## src/scer_pkg.sv

```systemverilog
package scer_pkg;

   localparam int ITEMS_MAX = 7;
   localparam int CAND_NUM = 6;
   localparam logic [31:0] PERIOD_RESET = 32'd60000000;

   typedef logic [3:0] event_code_type;
   typedef logic [3:0] src_state_type;
   typedef logic [2:0] item_count_type;

   localparam event_code_type EV_BOOT         = 4'd0;
   localparam event_code_type EV_UNCONFIGURED = 4'd1;
   localparam event_code_type EV_INVALID      = 4'd2;
   localparam event_code_type EV_NET_READY    = 4'd3;
   localparam event_code_type EV_ATTEMPT      = 4'd4;
   localparam event_code_type EV_SYNCING      = 4'd5;
   localparam event_code_type EV_TRUSTED      = 4'd6;
   localparam event_code_type EV_REJECTED     = 4'd7;
   localparam event_code_type EV_TIMEOUT      = 4'd8;
   localparam event_code_type EV_ERROR        = 4'd9;
   localparam event_code_type EV_LINK_LOST    = 4'd10;
   localparam event_code_type EV_LINK_READY   = 4'd11;
   localparam event_code_type EV_SUMMARY      = 4'd12;
   localparam event_code_type EV_VIOLATION    = 4'd13;

   localparam src_state_type SRC_UNCONFIGURED   = 4'd0;
   localparam src_state_type SRC_CONFIGURED     = 4'd1;
   localparam src_state_type SRC_START_PENDING  = 4'd2;
   localparam src_state_type SRC_SYNCING        = 4'd3;
   localparam src_state_type SRC_TRUSTED        = 4'd4;
   localparam src_state_type SRC_REJECTED       = 4'd5;
   localparam src_state_type SRC_TIMEOUT        = 4'd6;
   localparam src_state_type SRC_ERROR          = 4'd7;
   localparam src_state_type SRC_STOPPED        = 4'd8;
   localparam src_state_type SRC_INVALID        = 4'd9;
   localparam src_state_type SRC_RESERVED_FIRST = 4'd10;
   localparam src_state_type SRC_RESERVED_LAST  = 4'd15;

   typedef struct packed {
      logic [ITEMS_MAX-1:0][3:0] codes;
      item_count_type            count;
   } tick_desc_type;

   function automatic logic src_has_event(src_state_type src);
      logic r;
      case (src) inside
         SRC_CONFIGURED, SRC_STOPPED:              r = 1'b0;
         [SRC_RESERVED_FIRST:SRC_RESERVED_LAST]:   r = 1'b0;
         default:                                  r = 1'b1;
      endcase
      return r;
   endfunction

   function automatic event_code_type src_event(src_state_type src);
      event_code_type r;
      unique case (src)
         SRC_UNCONFIGURED:  r = EV_UNCONFIGURED;
         SRC_START_PENDING: r = EV_ATTEMPT;
         SRC_SYNCING:       r = EV_SYNCING;
         SRC_TRUSTED:       r = EV_TRUSTED;
         SRC_REJECTED:      r = EV_REJECTED;
         SRC_TIMEOUT:       r = EV_TIMEOUT;
         SRC_ERROR:         r = EV_ERROR;
         SRC_INVALID:       r = EV_INVALID;
         default:           r = EV_BOOT;
      endcase
      return r;
   endfunction

   function automatic logic [31:0] sat_inc32(logic [31:0] v);
      return (v == 32'hFFFF_FFFF) ? v : v + 32'd1;
   endfunction

endpackage

```

## src/scer_if.sv

```systemverilog
interface scer_req_if;
   logic        valid;
   logic        ready;
   logic [63:0] time_us;
   logic        net_rdy;
   logic        link_avail;
   logic        link_up;
   logic [7:0]  attempts;
   logic [3:0]  src_state;
   logic [15:0] violation_mask;

   modport source (output valid, time_us, net_rdy, link_avail, link_up, attempts,
                   src_state, violation_mask, input ready);
   modport sink (input valid, time_us, net_rdy, link_avail, link_up, attempts,
                 src_state, violation_mask, output ready);
endinterface

interface scer_rsp_if;
   logic        valid;
   logic        ready;
   logic [3:0]  event_code;
   logic [31:0] summary_sequence;
   logic [31:0] emitted_total;
   logic        last_of_tick;

   modport source (output valid, event_code, summary_sequence, emitted_total, last_of_tick,
                   input ready);
   modport sink (input valid, event_code, summary_sequence, emitted_total, last_of_tick,
                 output ready);
endinterface

interface scer_csr_if;
   logic        valid;
   logic        ready;
   logic [31:0] summary_period_us;

   modport source (output valid, summary_period_us, input ready);
   modport sink (input valid, summary_period_us, output ready);
endinterface

```

## src/scer_front.sv

```systemverilog
module scer_front #(
   parameter int MAX_EVENTS = 6
) (
   input  logic                   clock,
   input  logic                   reset,
   scer_req_if.sink               req,
   scer_csr_if.sink               csr,
   input  logic                   q_full,
   output logic                   q_push,
   output scer_pkg::tick_desc_type q_desc
);

   logic [31:0] period_ff, period_in;
   logic        boot_done_ff, boot_done_in;
   logic        net_done_ff, net_done_in;
   logic        link_valid_ff, link_valid_in;
   logic        prev_link_up_ff, prev_link_up_in;
   logic [7:0]  prev_att_ff, prev_att_in;
   logic        src_valid_ff, src_valid_in;
   logic [3:0]  prev_src_ff, prev_src_in;
   logic        viol_active_ff, viol_active_in;
   logic [15:0] prev_mask_ff, prev_mask_in;
   logic        started_ff, started_in;
   logic [63:0] anchor_ff, anchor_in;

   logic        accept;
   logic        regress;
   logic [63:0] elapsed;
   logic        due;
   logic [scer_pkg::CAND_NUM-1:0]      cand_hit;
   logic [scer_pkg::CAND_NUM-1:0][3:0] cand_code;
   scer_pkg::item_count_type           n_ev;
   scer_pkg::tick_desc_type            desc;

   assign req.ready = !q_full;
   assign csr.ready = 1'b1;
   assign accept    = req.valid && req.ready;

   assign regress = req.time_us < anchor_ff;
   assign elapsed = req.time_us - anchor_ff;
   assign due     = !started_ff || (!regress && (elapsed >= {32'd0, period_ff}));

   always_comb begin
      cand_hit[0]  = !boot_done_ff;
      cand_code[0] = scer_pkg::EV_BOOT;
      cand_hit[1]  = req.net_rdy && !net_done_ff;
      cand_code[1] = scer_pkg::EV_NET_READY;
      cand_hit[2]  = req.link_avail && (!link_valid_ff || (prev_link_up_ff != req.link_up));
      cand_code[2] = req.link_up ? scer_pkg::EV_LINK_READY : scer_pkg::EV_LINK_LOST;
      cand_hit[3]  = req.attempts > prev_att_ff;
      cand_code[3] = scer_pkg::EV_ATTEMPT;
      cand_hit[4]  = (!src_valid_ff || (prev_src_ff != req.src_state))
                     && scer_pkg::src_has_event(req.src_state);
      cand_code[4] = scer_pkg::src_event(req.src_state);
      cand_hit[5]  = (req.violation_mask != 16'd0)
                     && (!viol_active_ff || (prev_mask_ff != req.violation_mask) || due);
      cand_code[5] = scer_pkg::EV_VIOLATION;
   end

   // pack hits in order, capped, then append the summary when due
   always_comb begin
      desc.codes = '0;
      n_ev = '0;
      for (int i = 0; i < scer_pkg::CAND_NUM; i++) begin
         if (cand_hit[i] && (n_ev < scer_pkg::item_count_type'(MAX_EVENTS))) begin
            desc.codes[n_ev] = cand_code[i];
            n_ev = n_ev + 3'd1;
         end
      end
      if (due) begin
         desc.codes[n_ev] = scer_pkg::EV_SUMMARY;
      end
      desc.count = n_ev + scer_pkg::item_count_type'(due);
   end

   assign q_push = accept && (desc.count != '0);
   assign q_desc = desc;

   always_comb begin
      period_in       = period_ff;
      boot_done_in    = boot_done_ff;
      net_done_in     = net_done_ff;
      link_valid_in   = link_valid_ff;
      prev_link_up_in = prev_link_up_ff;
      prev_att_in     = prev_att_ff;
      src_valid_in    = src_valid_ff;
      prev_src_in     = prev_src_ff;
      viol_active_in  = viol_active_ff;
      prev_mask_in    = prev_mask_ff;
      started_in      = started_ff;
      anchor_in       = anchor_ff;
      if (csr.valid && csr.ready) begin
         period_in = csr.summary_period_us;
      end
      if (accept) begin
         boot_done_in = 1'b1;
         if (req.net_rdy) begin
            net_done_in = 1'b1;
         end
         if (req.link_avail) begin
            link_valid_in   = 1'b1;
            prev_link_up_in = req.link_up;
         end
         prev_att_in    = req.attempts;
         src_valid_in   = 1'b1;
         prev_src_in    = req.src_state;
         viol_active_in = req.violation_mask != 16'd0;
         prev_mask_in   = req.violation_mask;
         if (due || (started_ff && regress)) begin
            anchor_in = req.time_us;
         end
         if (due) begin
            started_in = 1'b1;
         end
      end
   end

   always_ff @(posedge clock) begin
      if (reset) begin
         period_ff       <= scer_pkg::PERIOD_RESET;
         boot_done_ff    <= 1'b0;
         net_done_ff     <= 1'b0;
         link_valid_ff   <= 1'b0;
         prev_link_up_ff <= 1'b0;
         prev_att_ff     <= '0;
         src_valid_ff    <= 1'b0;
         prev_src_ff     <= scer_pkg::SRC_UNCONFIGURED;
         viol_active_ff  <= 1'b0;
         prev_mask_ff    <= '0;
         started_ff      <= 1'b0;
         anchor_ff       <= '0;
      end else begin
         period_ff       <= period_in;
         boot_done_ff    <= boot_done_in;
         net_done_ff     <= net_done_in;
         link_valid_ff   <= link_valid_in;
         prev_link_up_ff <= prev_link_up_in;
         prev_att_ff     <= prev_att_in;
         src_valid_ff    <= src_valid_in;
         prev_src_ff     <= prev_src_in;
         viol_active_ff  <= viol_active_in;
         prev_mask_ff    <= prev_mask_in;
         started_ff      <= started_in;
         anchor_ff       <= anchor_in;
      end
   end

endmodule

```

## src/scer_queue.sv

```systemverilog
module scer_queue (
   input  logic                    clock,
   input  logic                    reset,
   input  logic                    push,
   input  scer_pkg::tick_desc_type push_desc,
   output logic                    full,
   input  logic                    pop,
   output logic                    empty,
   output scer_pkg::tick_desc_type head
);

   scer_pkg::tick_desc_type mem [2];
   logic       wr_ptr_ff, wr_ptr_in;
   logic       rd_ptr_ff, rd_ptr_in;
   logic [1:0] count_ff, count_in;

   assign full  = count_ff == 2'd2;
   assign empty = count_ff == 2'd0;
   assign head  = mem[rd_ptr_ff];

   always_comb begin
      wr_ptr_in = wr_ptr_ff ^ push;
      rd_ptr_in = rd_ptr_ff ^ pop;
      count_in  = count_ff + 2'(push) - 2'(pop);
   end

   always_ff @(posedge clock) begin
      if (push) begin
         mem[wr_ptr_ff] <= push_desc;
      end
   end

   always_ff @(posedge clock) begin
      if (reset) begin
         wr_ptr_ff <= 1'b0;
         rd_ptr_ff <= 1'b0;
         count_ff  <= '0;
      end else begin
         wr_ptr_ff <= wr_ptr_in;
         rd_ptr_ff <= rd_ptr_in;
         count_ff  <= count_in;
      end
   end

endmodule

```

## src/scer_back.sv

```systemverilog
module scer_back (
   input  logic                    clock,
   input  logic                    reset,
   input  logic                    q_empty,
   input  scer_pkg::tick_desc_type q_head,
   output logic                    q_pop,
   scer_rsp_if.source              rsp
);

   scer_pkg::item_count_type idx_ff, idx_in;
   logic [31:0] emit_total_ff, emit_total_in;
   logic [31:0] sum_count_ff, sum_count_in;
   logic        out_valid_ff, out_valid_in;
   logic [3:0]  code_ff, code_in;
   logic [31:0] seq_ff, seq_in;
   logic [31:0] total_ff, total_in;
   logic        last_ff, last_in;

   logic                     load;
   logic                     last;
   scer_pkg::event_code_type code;

   assign load = !q_empty && (!out_valid_ff || rsp.ready);
   assign last = idx_ff == (q_head.count - 3'd1);
   assign code = q_head.codes[idx_ff];
   assign q_pop = load && last;

   always_comb begin
      idx_in        = idx_ff;
      emit_total_in = emit_total_ff;
      sum_count_in  = sum_count_ff;
      out_valid_in  = out_valid_ff && !rsp.ready;
      code_in       = code_ff;
      seq_in        = seq_ff;
      total_in      = total_ff;
      last_in       = last_ff;
      if (load) begin
         idx_in        = last ? '0 : idx_ff + 3'd1;
         emit_total_in = scer_pkg::sat_inc32(emit_total_ff);
         out_valid_in  = 1'b1;
         code_in       = code;
         total_in      = emit_total_in;
         last_in       = last;
         seq_in        = '0;
         if (code == scer_pkg::EV_SUMMARY) begin
            sum_count_in = scer_pkg::sat_inc32(sum_count_ff);
            seq_in       = sum_count_in;
         end
      end
   end

   always_ff @(posedge clock) begin
      if (reset) begin
         idx_ff        <= '0;
         emit_total_ff <= '0;
         sum_count_ff  <= '0;
         out_valid_ff  <= 1'b0;
      end else begin
         idx_ff        <= idx_in;
         emit_total_ff <= emit_total_in;
         sum_count_ff  <= sum_count_in;
         out_valid_ff  <= out_valid_in;
      end
   end

   always_ff @(posedge clock) begin
      code_ff  <= code_in;
      seq_ff   <= seq_in;
      total_ff <= total_in;
      last_ff  <= last_in;
   end

   assign rsp.valid            = out_valid_ff;
   assign rsp.event_code       = code_ff;
   assign rsp.summary_sequence = seq_ff;
   assign rsp.emitted_total    = total_ff;
   assign rsp.last_of_tick     = last_ff;

endmodule

```

## src/status_change_event_reporter.sv

```systemverilog
// Takes one observation per cycle while the two-entry tick queue has room; the
// front end works out the whole tick (summary due test, edge detection, event cap)
// in the cycle of the transfer. The back end sends the tick's items from the
// queue one per cycle, while the result port is ready, through a registered
// output; a tick has from one to seven items. The first item passes through the
// tick queue and then the output register before it is offered on the result
// port. Sustained rate is set by the result port: one item per cycle while it
// is ready. A write to the period register is taken in any cycle.
module status_change_event_reporter #(
   parameter int MAX_EVENTS = 6
) (
   input  logic       clock,
   input  logic       reset,
   scer_req_if.sink   req_bus,
   scer_rsp_if.source rsp_bus,
   scer_csr_if.sink   csr_bus
);

   logic                    q_push;
   logic                    q_full;
   logic                    q_pop;
   logic                    q_empty;
   scer_pkg::tick_desc_type q_in_desc;
   scer_pkg::tick_desc_type q_head;

   scer_front #(
      .MAX_EVENTS (MAX_EVENTS)
   ) u_front (
      .clock  (clock),
      .reset  (reset),
      .req    (req_bus),
      .csr    (csr_bus),
      .q_full (q_full),
      .q_push (q_push),
      .q_desc (q_in_desc)
   );

   scer_queue u_queue (
      .clock     (clock),
      .reset     (reset),
      .push      (q_push),
      .push_desc (q_in_desc),
      .full      (q_full),
      .pop       (q_pop),
      .empty     (q_empty),
      .head      (q_head)
   );

   scer_back u_back (
      .clock   (clock),
      .reset   (reset),
      .q_empty (q_empty),
      .q_head  (q_head),
      .q_pop   (q_pop),
      .rsp     (rsp_bus)
   );

endmodule

```

## src/flat_wrapper.sv

```systemverilog
// flat-port wrapper written by rule: the top's interface ports become plain ports
module status_change_event_reporter_flat 
#(
   parameter int MAX_EVENTS = 6
)
  (clock, reset, req_bus_valid, req_bus_time_us, req_bus_net_rdy, req_bus_link_avail, req_bus_link_up, req_bus_attempts, req_bus_src_state, req_bus_violation_mask, req_bus_ready, rsp_bus_valid, rsp_bus_event_code, rsp_bus_summary_sequence, rsp_bus_emitted_total, rsp_bus_last_of_tick, rsp_bus_ready, csr_bus_valid, csr_bus_summary_period_us, csr_bus_ready);
  scer_req_if req_bus_i ();
  scer_rsp_if rsp_bus_i ();
  scer_csr_if csr_bus_i ();
  input  logic clock;
  input  logic reset;
  input wire logic [$bits(req_bus_i.valid)-1:0] req_bus_valid;
  input wire logic [$bits(req_bus_i.time_us)-1:0] req_bus_time_us;
  input wire logic [$bits(req_bus_i.net_rdy)-1:0] req_bus_net_rdy;
  input wire logic [$bits(req_bus_i.link_avail)-1:0] req_bus_link_avail;
  input wire logic [$bits(req_bus_i.link_up)-1:0] req_bus_link_up;
  input wire logic [$bits(req_bus_i.attempts)-1:0] req_bus_attempts;
  input wire logic [$bits(req_bus_i.src_state)-1:0] req_bus_src_state;
  input wire logic [$bits(req_bus_i.violation_mask)-1:0] req_bus_violation_mask;
  output wire logic [$bits(req_bus_i.ready)-1:0] req_bus_ready;
  output wire logic [$bits(rsp_bus_i.valid)-1:0] rsp_bus_valid;
  output wire logic [$bits(rsp_bus_i.event_code)-1:0] rsp_bus_event_code;
  output wire logic [$bits(rsp_bus_i.summary_sequence)-1:0] rsp_bus_summary_sequence;
  output wire logic [$bits(rsp_bus_i.emitted_total)-1:0] rsp_bus_emitted_total;
  output wire logic [$bits(rsp_bus_i.last_of_tick)-1:0] rsp_bus_last_of_tick;
  input wire logic [$bits(rsp_bus_i.ready)-1:0] rsp_bus_ready;
  input wire logic [$bits(csr_bus_i.valid)-1:0] csr_bus_valid;
  input wire logic [$bits(csr_bus_i.summary_period_us)-1:0] csr_bus_summary_period_us;
  output wire logic [$bits(csr_bus_i.ready)-1:0] csr_bus_ready;
  assign req_bus_i.valid = req_bus_valid;
  assign req_bus_i.time_us = req_bus_time_us;
  assign req_bus_i.net_rdy = req_bus_net_rdy;
  assign req_bus_i.link_avail = req_bus_link_avail;
  assign req_bus_i.link_up = req_bus_link_up;
  assign req_bus_i.attempts = req_bus_attempts;
  assign req_bus_i.src_state = req_bus_src_state;
  assign req_bus_i.violation_mask = req_bus_violation_mask;
  assign req_bus_ready = req_bus_i.ready;
  assign rsp_bus_valid = rsp_bus_i.valid;
  assign rsp_bus_event_code = rsp_bus_i.event_code;
  assign rsp_bus_summary_sequence = rsp_bus_i.summary_sequence;
  assign rsp_bus_emitted_total = rsp_bus_i.emitted_total;
  assign rsp_bus_last_of_tick = rsp_bus_i.last_of_tick;
  assign rsp_bus_i.ready = rsp_bus_ready;
  assign csr_bus_i.valid = csr_bus_valid;
  assign csr_bus_i.summary_period_us = csr_bus_summary_period_us;
  assign csr_bus_ready = csr_bus_i.ready;
  status_change_event_reporter #(.MAX_EVENTS(MAX_EVENTS)) u_core (.clock(clock), .reset(reset), .req_bus(req_bus_i), .rsp_bus(rsp_bus_i), .csr_bus(csr_bus_i));
endmodule
```

## config.mk

```make
export PLATFORM = sky130hd
export DESIGN_NAME = status_change_event_reporter_flat
export DESIGN_NICKNAME = d
export VERILOG_FILES = /design/src/scer_pkg.sv /design/src/scer_if.sv /design/src/scer_front.sv /design/src/scer_queue.sv /design/src/scer_back.sv /design/src/status_change_event_reporter.sv /design/src/flat_wrapper.sv
export SDC_FILE = /design/constraint.sdc
export NUM_CORES = 1
export LEC_CHECK = 0
export BUFFER_PORTS_ARGS = -buffer_cell sky130_fd_sc_hd__clkbuf_2
export CAP_MARGIN = 10
export CORE_ASPECT_RATIO = 1.5
export CORE_MARGIN = 5
export CORE_UTILIZATION = 45
export DETAILED_ROUTE_END_ITERATION = 8
export GPL_TIMING_DRIVEN = 0
export PLACE_DENSITY = 0.66
export REMOVE_ABC_BUFFERS = 1
export SLEW_MARGIN = 10
export SYNTH_ARGS = -nofsm -noshare
export SYNTH_HDL_FRONTEND = slang
export SYNTH_SLANG_ARGS = --single-unit
```

## constraint.sdc

```tcl
create_clock -name clock -period 14.4 [get_ports clock]
set_input_delay 0.72 -clock clock [delete_from_list [all_inputs] [get_ports clock]]
set_output_delay 0.72 -clock clock [all_outputs]
set_load 0.02 [all_outputs]
```

==> results.yml, run 1 <==
floorplan:
  num_io_pins: 204
  die_y_um: 274
  start_util_pct: 45.6
  die_area_sq_um: 50800
  dieWidth_um: 186
  coreArea_sq_um: 45800
  rows: 96
route:
  drc: 0
  vias: 17900
  drt-total-wl_um: 59000
  drt_iter0_drc: 976
  drt_pass1_iterations: 7
  wire_per_inst_um: 18.8
  vias_per_cell: 5.68
  ant_nets: 0
timing:
  fmax_mhz: 120
  timing.final.crit_period_ns: 8.33
  period_share_pct: 57.8
  worstMarginPinSlew_ns: 1.23
  rsz0062_at_grt: "no"
  tns_ns: 0
  skew_ns: 0.0171
  slew_headroom_pct: 17.7
  drv_slew: 0
  hold_viol_final: 0
  setup_viol: 0
clock_network:
  cts_buffers: 36
  cts-root-buf: "clkbuf_16"
  cts_resized: 0
  cts.path.max_buffers: 3
  htreeDepth: 2
  post-cts-setup-buffer-count: 0
  numClockSinks: 333
  tritoncts: "yes"
  clkLatencyLatePin_ns: 0.55
  ctsHoldBuffers: 0
  clk_pin_slew_worst_paths_ns: 0.07
critical_path:
  r2r-start: "u_core.u_front.anchor_ff[12]"
  cpMaxStageDelayCell: "nor2_2"
  path_class: "reg -> reg"
  crit_top_cell: "ha_1"
  critPathMaxStageDelay_ns: 0.56
  cp-end-kind: "register"
  r2r_slack_ns: 6.07
  startpoint_type: "register"
  arrival_ns: 8.73
  critPathRequiredTime_ns: 14.80
  path_depth: 33
  crit_fanout: 15
  cp_top_family: "simple AND/OR/NAND/NOR gates"
  reg2reg_depth: 33
  crit_buf_inv: 3
  worstReg2RegEnd: "u_core.u_queue.count_ff[1]"
grt:
  gr-total-overflow: 0
  grt_util_all_layers_pct: 22.6
  antenna_found_initial: 0
  grt_max_degree: 121
  grt_first_pass_wirelength_um: 92500
  grt_pass1_vias: 17400
place:
  placed_area_sq_um: 22300
  gp_congestion: 1.04
  port_buffers: 202
  dpl.hpwl_um: 46300
power:
  ir_worst_vdd_uv: 105
  seq_power_share_pct: 35.9
  p_leak_uw: 0.00929
  comb_power_share_pct: 39.4
  p_sw_uw: 1430
  power_frac_clock_pct: 24.7
  internal_power_uw: 2330
  switching_share_pct: 38.1
  pwr_density_cell_nw_per_um2: 160
synthesis:
  synth_top_area_cell: "dfxtp_1"
  ys_seq_area_share_pct: 38.3
  ys_warn_count: 0
  syn_area_per_cell_sq_um: 8.79
  synth_enable_flop_cells: 131
  synthArstFlopShare_pct: 0
  synthTopCellsByArea: "dfxtp_1 19%, edfxtp_1 19%, ha_1 7.5%, mux2i_1 4.8%, a21oi_1 4.8%"
  ys_ff_latch: 333
  syn-cell-area_sq_um: 20800
  syn_inst: 2373
  ys_types: 100
  synth_ff_type: "dfxtp_1"
  synth_top_area_share_pct: 19.4
cells_and_area:
  fin_area_sq_um: 23500
  final_nets: 2787
  fin_util_pct: 51.4
  antenna_cells: 0
  drive_gt1_share_pct: 12.6
  n_fill_cell: 4353
  syn2layout_area_growth_pct: 12.8
min_path:
  hold_end: "u_core.u_front.period_ff[9]"
  hold_depth: 3
  hp-start: "csr_bus_summary_period_us[9]"
  hold_path.class: "in -> reg"
flow_run:
  maxCapViolCount: 0
run_status:
  status: "completed"
-- cells in the mapped netlist, types with 61 or more instances --
library cell  number
nor2_1           263
nand2_1          251
dfxtp_1          202
a21oi_1          201
inv_1            136
edfxtp_1         131
ha_1             125
o21ai_0          103
mux2i_1          101
xnor2_1           89
xor2_1            86
nand4_1           61
-- sequential cells by signal (all words and copies together), names as in the netlist, 2 cells and up --
signal                              cells
u_core.u_back.sum_count_ff             32
u_core.u_back.idx_ff                    3
u_core.u_back.emit_total_ff            32
u_core.u_back.rsp.summary_sequence     32
u_core.u_front.period_ff               32
u_core.u_back.rsp.emitted_total        32
u_core.u_front.prev_mask_ff            16
u_core.u_front.prev_att_ff              8
u_core.u_queue.count_ff                 2
u_core.u_queue.mem                     62
u_core.u_front.anchor_ff               64
u_core.u_back.rsp.event_code            4
u_core.u_front.prev_src_ff              4
-- power groups by stage --
stage,Clock (uW),Sequential (uW),Combinational [uW]
after floorplan,0,1450,938
after global placement,0,1370,1460
after global routing,993,1370,1630
after CTS,958,1350,1480
after detailed placement,0,1370,1480
final,928,1350,1480
-- placed cells by master (no fill, tap or decap), types with 16 or more instances in the layout --
cell and instances:
and3_1 22, inv_1 136, nand4_1 61, ha_1 123
nor4_1 19, o21ai_0 103, nand3_1 49, dfxtp_1 201
nand2_1 251, a31oi_1 19, nor2_1 263, o211ai_1 30
clkbuf_2 200, a21oi_1 201, edfxtp_1 131, clkbuf_16 36
or3_1 38, a211oi_1 16, a21o_1 24, mux2i_1 101
o21ai_1 16, xor2_1 86, nor3_1 41, o21a_1 16
and4_1 16, xnor2_1 89
-- kinds of logic after synthesis --
| family | synth area share (%) |
|---|---|
| and+or+nand+nor | 19.2 |
| AOI/OAI and AO/OA | 16.5 |
| DFF | 38.3 |
| buffers and inverters | 4.64 |
| xor gates and xnor gates | 7.35 |
| adders and majority gates | 7.69 |
| muxes | 6.36 |
| other | 0.0360 |
-- worst min-delay path: stages --
cell	delay, ns
clkbuf_2	0.08
nand2_1	0.04
o211ai_1	0.07
-- worst max-delay path by stage --
stage,startpoint,endpoint,slack [ns]
2_1_floorplan,req_bus_time_us[11],u_core.u_front.anchor_ff[0],5.26
3_3_place_gp,req_bus_time_us[11],u_core.u_front.anchor_ff[33],2.15
3_5_place_dp,req_bus_time_us[12],u_core.u_queue.count_ff[1],5.70
4_1_cts,u_core.u_front.anchor_ff[12],u_core.u_queue.count_ff[1],6.16
5_1_grt,u_core.u_front.anchor_ff[11],u_core.u_queue.count_ff[1],5.55
6_report,u_core.u_front.anchor_ff[12],u_core.u_queue.count_ff[1],6.07
-- stage by stage --
step	total power [uW]	hold WS, ns	cells	setup slack, ns
floorplan	2390	0.428	2280	5.26
global placement	2830	0.439	3070	2.15
detailed placement	2850	0.447	3077	5.70
CTS	3790	0.379	3143	6.16
global route	3990	0.399	3144	5.55
finish	3760	0.414	3144	6.07
-- layout make-up --
cell class	instances	area, sq um	share of cell area [%]
inverters	141	534	2.27
clock buffers	45	965	4.10
flip-flops and latches	333	7980	33.9
well taps	588	736	3.13
clock inverters	21	205	0.873
repair buffers	210	1150	4.91
multi-input cells	1806	11900	50.8
-- per-layer routing --
| metal | vias up | routed length, um | share of wire (%) | global-route usage [%] |
|---|---|---|---|---|
| met3 | 132 | 2340 | 4.0 | 2.57 |
| met1 | 8445 | 22900 | 39 | 25.7 |
| met4 | 0 | 2870 | 4.9 | 10.0 |
| met2 | 457 | 31000 | 52 | 41.8 |
| met5 | - | 0 | 0 | 0 |
| li1 | 8827 | - | - | - |
No activity file was read; power rests on OpenSTA's default activity.
==> run 2, diff against run 1 <==
PLACE_DENSITY = 0.69   (was 0.66)
clock period = 7.4 ns   (was 14.4 ns; I/O delays follow)
==> run 2 against run 1 <==
Count of clock-buffer cells in the layout up 6. Clock skew rose by 0.0087 ns. Largest cell class unchanged. Sequential share of layout area fell by 0.39 points. Sequential power rose by 95%. Setup slack worse by 5.7 ns. Cell area rose by 1.2%. Via count increased by 1.4%. Die area unchanged. Sequential cell count stayed put. Non-clock buffer count is 9 higher. Power increased by 95%.
==> results.yml, run 2 (synthesis results as in run 1) <==
cells_and_area:
  final_nets: 2796
  layout_commonest_cell: "nor2_1"
  syn2layout_area_growth_pct: 14.1
  top_register: "u_core.u_front.anchor_ff"
  antenna_cells: 0
  reg_top3: "u_core.u_front.anchor_ff (64), u_core.u_queue.mem (62)"
  fin_util_pct: 52.0
  drive_gt1_share_pct: 14.2
  final_cell_mix: "262 x nor2_1, 248 x nand2_1, 201 x dfxtp_1"
  largest_reg_flops: 64
timing:
  setup_viol: 0
  tns_ns: 0
  period_share_pct: 95.4
  fmax_mhz: 142
  drv_slew: 0
  hold_viol_final: 0
  slew_headroom_pct: 25.1
  worstMarginPinSlew_ns: 1.12
  skew_ns: 0.0258
  timing.final.crit_period_ns: 7.06
  setup_slack_ns: 0.339
critical_path:
  crit_fanout: 9
  crit_top_cell: "nand4_1"
  critPathMaxStageDelay_ns: 0.54
  path_class: "reg -> reg"
  cpMaxStageDelayCell: "or4_1"
  cp-end-kind: "register"
  reg2reg_depth: 34
  worstReg2RegEnd: "u_core.u_queue.count_ff[1]"
  startpoint_type: "register"
  arrival_ns: 7.47
  r2r_slack_ns: 0.34
  r2r-start: "u_core.u_front.anchor_ff[10]"
  critPathRequiredTime_ns: 7.81
power:
  seq_power_share_pct: 35.9
  power_frac_clock_pct: 23.9
  ir_worst_vdd_uv: 202
  pwr_density_cell_nw_per_um2: 308
  switching_share_pct: 38.3
  internal_power_uw: 4520
  p_leak_uw: 0.00934
  p_sw_uw: 2800
  comb_power_share_pct: 40.2
route:
  drt_pass1_iterations: 6
  ant_nets: 0
  vias: 18100
  drc: 0
  wire_per_inst_um: 18.2
  drt_iter0_drc: 1206
  drt-total-wl_um: 57300
  vias_per_cell: 5.75
run_status:
  status: "completed"
clock_network:
  clk_pin_slew_worst_paths_ns: 0.06
  htreeDepth: 2
  cts-root-buf: "clkbuf_16"
  clkLatencyLatePin_ns: 0.55
  tritoncts: "yes"
  cts.path.max_buffers: 3
  cts_buffers: 36
  ctsHoldBuffers: 0
  numClockSinks: 333
grt:
  gr-total-overflow: 0
  grt_pass1_vias: 17700
  grt_util_all_layers_pct: 21.9
  antenna_found_initial: 0
  grt_max_degree: 124
  grt_first_pass_wirelength_um: 90700
min_path:
  hold_path.class: "in -> reg"
  hold_end: "u_core.u_front.period_ff[23]"
  hold_depth: 3
  hp-start: "csr_bus_summary_period_us[23]"
floorplan:
  rows: 96
  die_area_sq_um: 50800
  dieWidth_um: 186
  coreArea_sq_um: 45800
  num_io_pins: 204
  die_y_um: 274
  start_util_pct: 45.6
flow_run:
  maxCapViolCount: 0
place:
  post-place-ws_ns: -1.04
  dpl.hpwl_um: 44500
  gp_congestion: 1.02
  port_buffers: 202
==> run 2: cell count changes in the layout (fill, tap and decap cells not counted), sizes merged <==
cell	change
clkbuf	+6
clkinv	-3
clkinvlp	-3
buf	+9
bufinv	-2
inv	+1
==> run 2: final cells by class <==
class,count,area [sq um]
clock inverters,14,135
fillers,4256,22000
inverters,141,534
flip-flops and latches,333,7980
multi-input cells,1806,12200
repair buffers,219,1230
well taps,588,736
clock buffers,51,997
==> run 2: how the worst max path moves through the flow <==
stage / to / start / slack (ns)
final: u_core.u_queue.count_ff[1] / u_core.u_front.anchor_ff[10] / 0.34
after global routing: u_core.u_queue.count_ff[1] / u_core.u_front.anchor_ff[10] / -0.02
after CTS: u_core.u_queue.count_ff[1] / u_core.u_front.anchor_ff[11] / 0.04
after detailed placement: u_core.u_queue.count_ff[1] / req_bus_time_us[8] / -1.04
after global placement: u_core.u_front.anchor_ff[1] / req_bus_time_us[8] / -4.40
after floorplan: u_core.u_front.anchor_ff[0] / req_bus_time_us[11] / -1.39
==> run 2: per-layer routing <==
| layer | global-route usage (%) | share of wire, % | up-vias |
|---|---|---|---|
| met5 | 0 | 0 | - |
| met4 | 11.7 | 6.2 | 0 |
| met3 | 2.47 | 4.3 | 161 |
| met2 | 39.7 | 51 | 551 |
| met1 | 24.7 | 39 | 8553 |
| li1 | - | - | 8847 |
==> run 2: metrics by stage <==
step,cells,power (uW),instance area [sq um],hold slack [ns]
2_1_floorplan,2280,4660,20400,0.428
3_3_place_gp,3070,5460,22200,0.439
3_5_place_dp,3077,5520,22300,0.451
4_1_cts,3145,7320,23600,0.0168
5_1_grt,3152,7790,23800,0.0370
6_report,3152,7320,23800,0.0383
==> run 2: critical path: cells and delay by family (launching register included) <==
kind	cells	cell delay [ns]
and+or+nand+nor	13	2.60
AOI/OAI and AO/OA	9	1.76
adders and majority gates	5	1.27
xor gates and xnor gates	3	0.54
buffers and inverters	4	0.40
DFF	1	0.35
==> run 2: power groups by stage <==
| stage | registers, uW | clock network (uW) | logic, uW |
|---|---|---|---|
| after floorplan | 2830 | 0 | 1830 |
| after CTS | 2640 | 1800 | 2880 |
| after global routing | 2670 | 1870 | 3250 |
| final | 2630 | 1750 | 2940 |
| after detailed placement | 2670 | 0 | 2850 |
| after global placement | 2660 | 0 | 2800 |
==> run 2: repair_timing <==
item                       CTS  global route
buffers inserted             3             5
gates resized for setup     19            35
hold endpoints to repair     0             0
setup endpoints to repair   78            66
pin swaps                    3            18
==> run 3, diff against run 2 <==
CTS_CLUSTER_DIAMETER = 80   (was unset)
RECOVER_POWER = 50   (was unset)
==> run 3 against run 2 <==
The run now ends with max-capacitance violations, max-slew violations left. Setup slack better by 0.020 ns. Register-to-register slack better by 0.02 ns. Cell area about the same. Wire length up 0.52%. Via count down 0.11%. Utilization about the same. Clock power about the same. Final cell count up 0.19%. Critical path depth down 4. Sequential power about the same. Highest routed layer unchanged.
==> results.yml, run 3 (synthesis results as in run 1) <==
grt:
  grt_first_pass_wirelength_um: 90600
  grt_max_degree: 124
  busiest_layer: "met2"
  antenna_found_initial: 0
  grt_pass1_vias: 17700
  gr-total-overflow: 0
  grt_util_all_layers_pct: 21.8
  gr-usage-met1_pct: 24.7
  grtUsageMet2_pct: 39.5
  grtUsageMet3_pct: 2.66
clock_network:
  tritoncts: "yes"
  numClockSinks: 333
  clkLatencyLatePin_ns: 0.54
  ctsHoldBuffers: 0
  cts.path.max_buffers: 3
  clk_pin_slew_worst_paths_ns: 0.06
  cts_buffers: 37
  cts-root-buf: "clkbuf_16"
  htreeDepth: 2
cells_and_area:
  top_register: "u_core.u_front.anchor_ff"
  reg_top3: "u_core.u_front.anchor_ff (64), u_core.u_queue.mem (62)"
  largest_reg_flops: 64
  syn2layout_area_growth_pct: 14.2
  layout_commonest_cell: "nor2_1"
  final_nets: 2800
  final_cell_mix: "262 x nor2_1, 248 x nand2_1, 202 x dfxtp_1"
  drive_gt1_share_pct: 11.8
  antenna_cells: 0
  fin_area_sq_um: 23800
critical_path:
  cp-end-kind: "register"
  critPathMaxStageDelay_ns: 0.53
  cpMaxStageDelayCell: "or4_1"
  crit_top_cell: "ha_1"
  critPathRequiredTime_ns: 7.81
  path_class: "reg -> reg"
  arrival_ns: 7.45
  startpoint_type: "register"
  crit_fanout: 7
floorplan:
  rows: 96
  dieWidth_um: 186
  coreArea_sq_um: 45800
  start_util_pct: 45.6
  num_io_pins: 204
  die_y_um: 274
  die_area_sq_um: 50800
run_status:
  status: "complete, but fails checks"
  violations: "max-capacitance violations, max-slew violations"
flow_run:
  maxCapViolCount: 3
timing:
  timing.final.crit_period_ns: 7.04
  hold-worst-slack_ns: 0.0477
  skew_ns: 0.0129
  hold_viol_final: 0
  period_share_pct: 95.2
  tns_ns: 0
  slew_headroom_pct: -126
  drv_slew: 168
  rsz0062_at_grt: "no"
  setup_viol: 0
  setup_slack_ns: 0.359
  fmax_mhz: 142
  worstMarginPinSlew_ns: 3.37
place:
  post-place-ws_ns: -1.04
  gp_congestion: 1.02
  placed_area_sq_um: 22300
  port_buffers: 202
  dpl.hpwl_um: 44500
power:
  finalPower_uw: 7340
  ir_worst_vdd_uv: 199
  p_leak_uw: 0.00916
  pwr_density_cell_nw_per_um2: 308
min_path:
  hold_path.class: "in -> reg"
route:
  vias: 18100
  vias_per_cell: 5.73
  drt_pass1_iterations: 6
  wire_per_inst_um: 18.2
  drc: 0
  drt-total-wl_um: 57600
  drt_iter0_drc: 1113
  ant_nets: 0
-- run 3: final timing paths --
kind                                      start                       endpoint  slack, ns  depth (start not counted)
hold / removal    csr_bus_summary_period_us[23]   u_core.u_front.period_ff[23]       0.05                          3
hold reg to reg   u_core.u_front.prev_att_ff[6]  u_core.u_front.prev_att_ff[6]       0.46                          2
setup / recovery   u_core.u_front.anchor_ff[16]     u_core.u_queue.count_ff[1]       0.36                         30
setup reg to reg   u_core.u_front.anchor_ff[16]     u_core.u_queue.count_ff[1]       0.36                         30
-- run 3: what timing repair did --
| item | 4_1_cts | 5_1_grt |
|---|---|---|
| setup buffers | 3 | 8 |
| pin swaps | 3 | 20 |
| setup endpoints to repair | 78 | 64 |
| gates resized for setup | 19 | 48 |
-- run 3: stage by stage --
stage          util, %  instances
4_1_cts           51.5       3148
3_3_place_gp      48.4       3070
6_report          52.0       3158
5_1_grt           52.0       3158
2_1_floorplan        -       2280
3_5_place_dp      48.8       3077
-- run 3: layout make-up --
type                    instances  area (sq um)
fillers                      4260         21900
clock inverters                14           113
repair buffers                222          1160
clock buffers                  54          1050
multi-input cells            1806         12200
well taps                     588           736
flip-flops and latches        333          7980
inverters                     141           531
-- run 3: worst max-delay path, delay by kind of cell (launching register included) --
family | cells | cell delay (ns)
compound gates | 9 | 2.19
xor+xnor | 3 | 0.57
fa+ha+maj | 5 | 1.40
buf+inv | 4 | 0.37
flops | 1 | 0.33
simple gates | 9 | 2.04
-- run 3: layer usage --
metal	share of wire (%)	up-vias
li1	-	8865
met3	4.8	171
met1	38	8518
met4	6.1	0
met2	51	538
met5	0	-
-- run 3: power breakdown --
part | switching (uW) | internal [uW] | total [uW]
Clock | 762 | 1000 | 1760
Combinational | 1890 | 1040 | 2930
Sequential | 162 | 2480 | 2640
Total | 2810 | 4530 | 7340
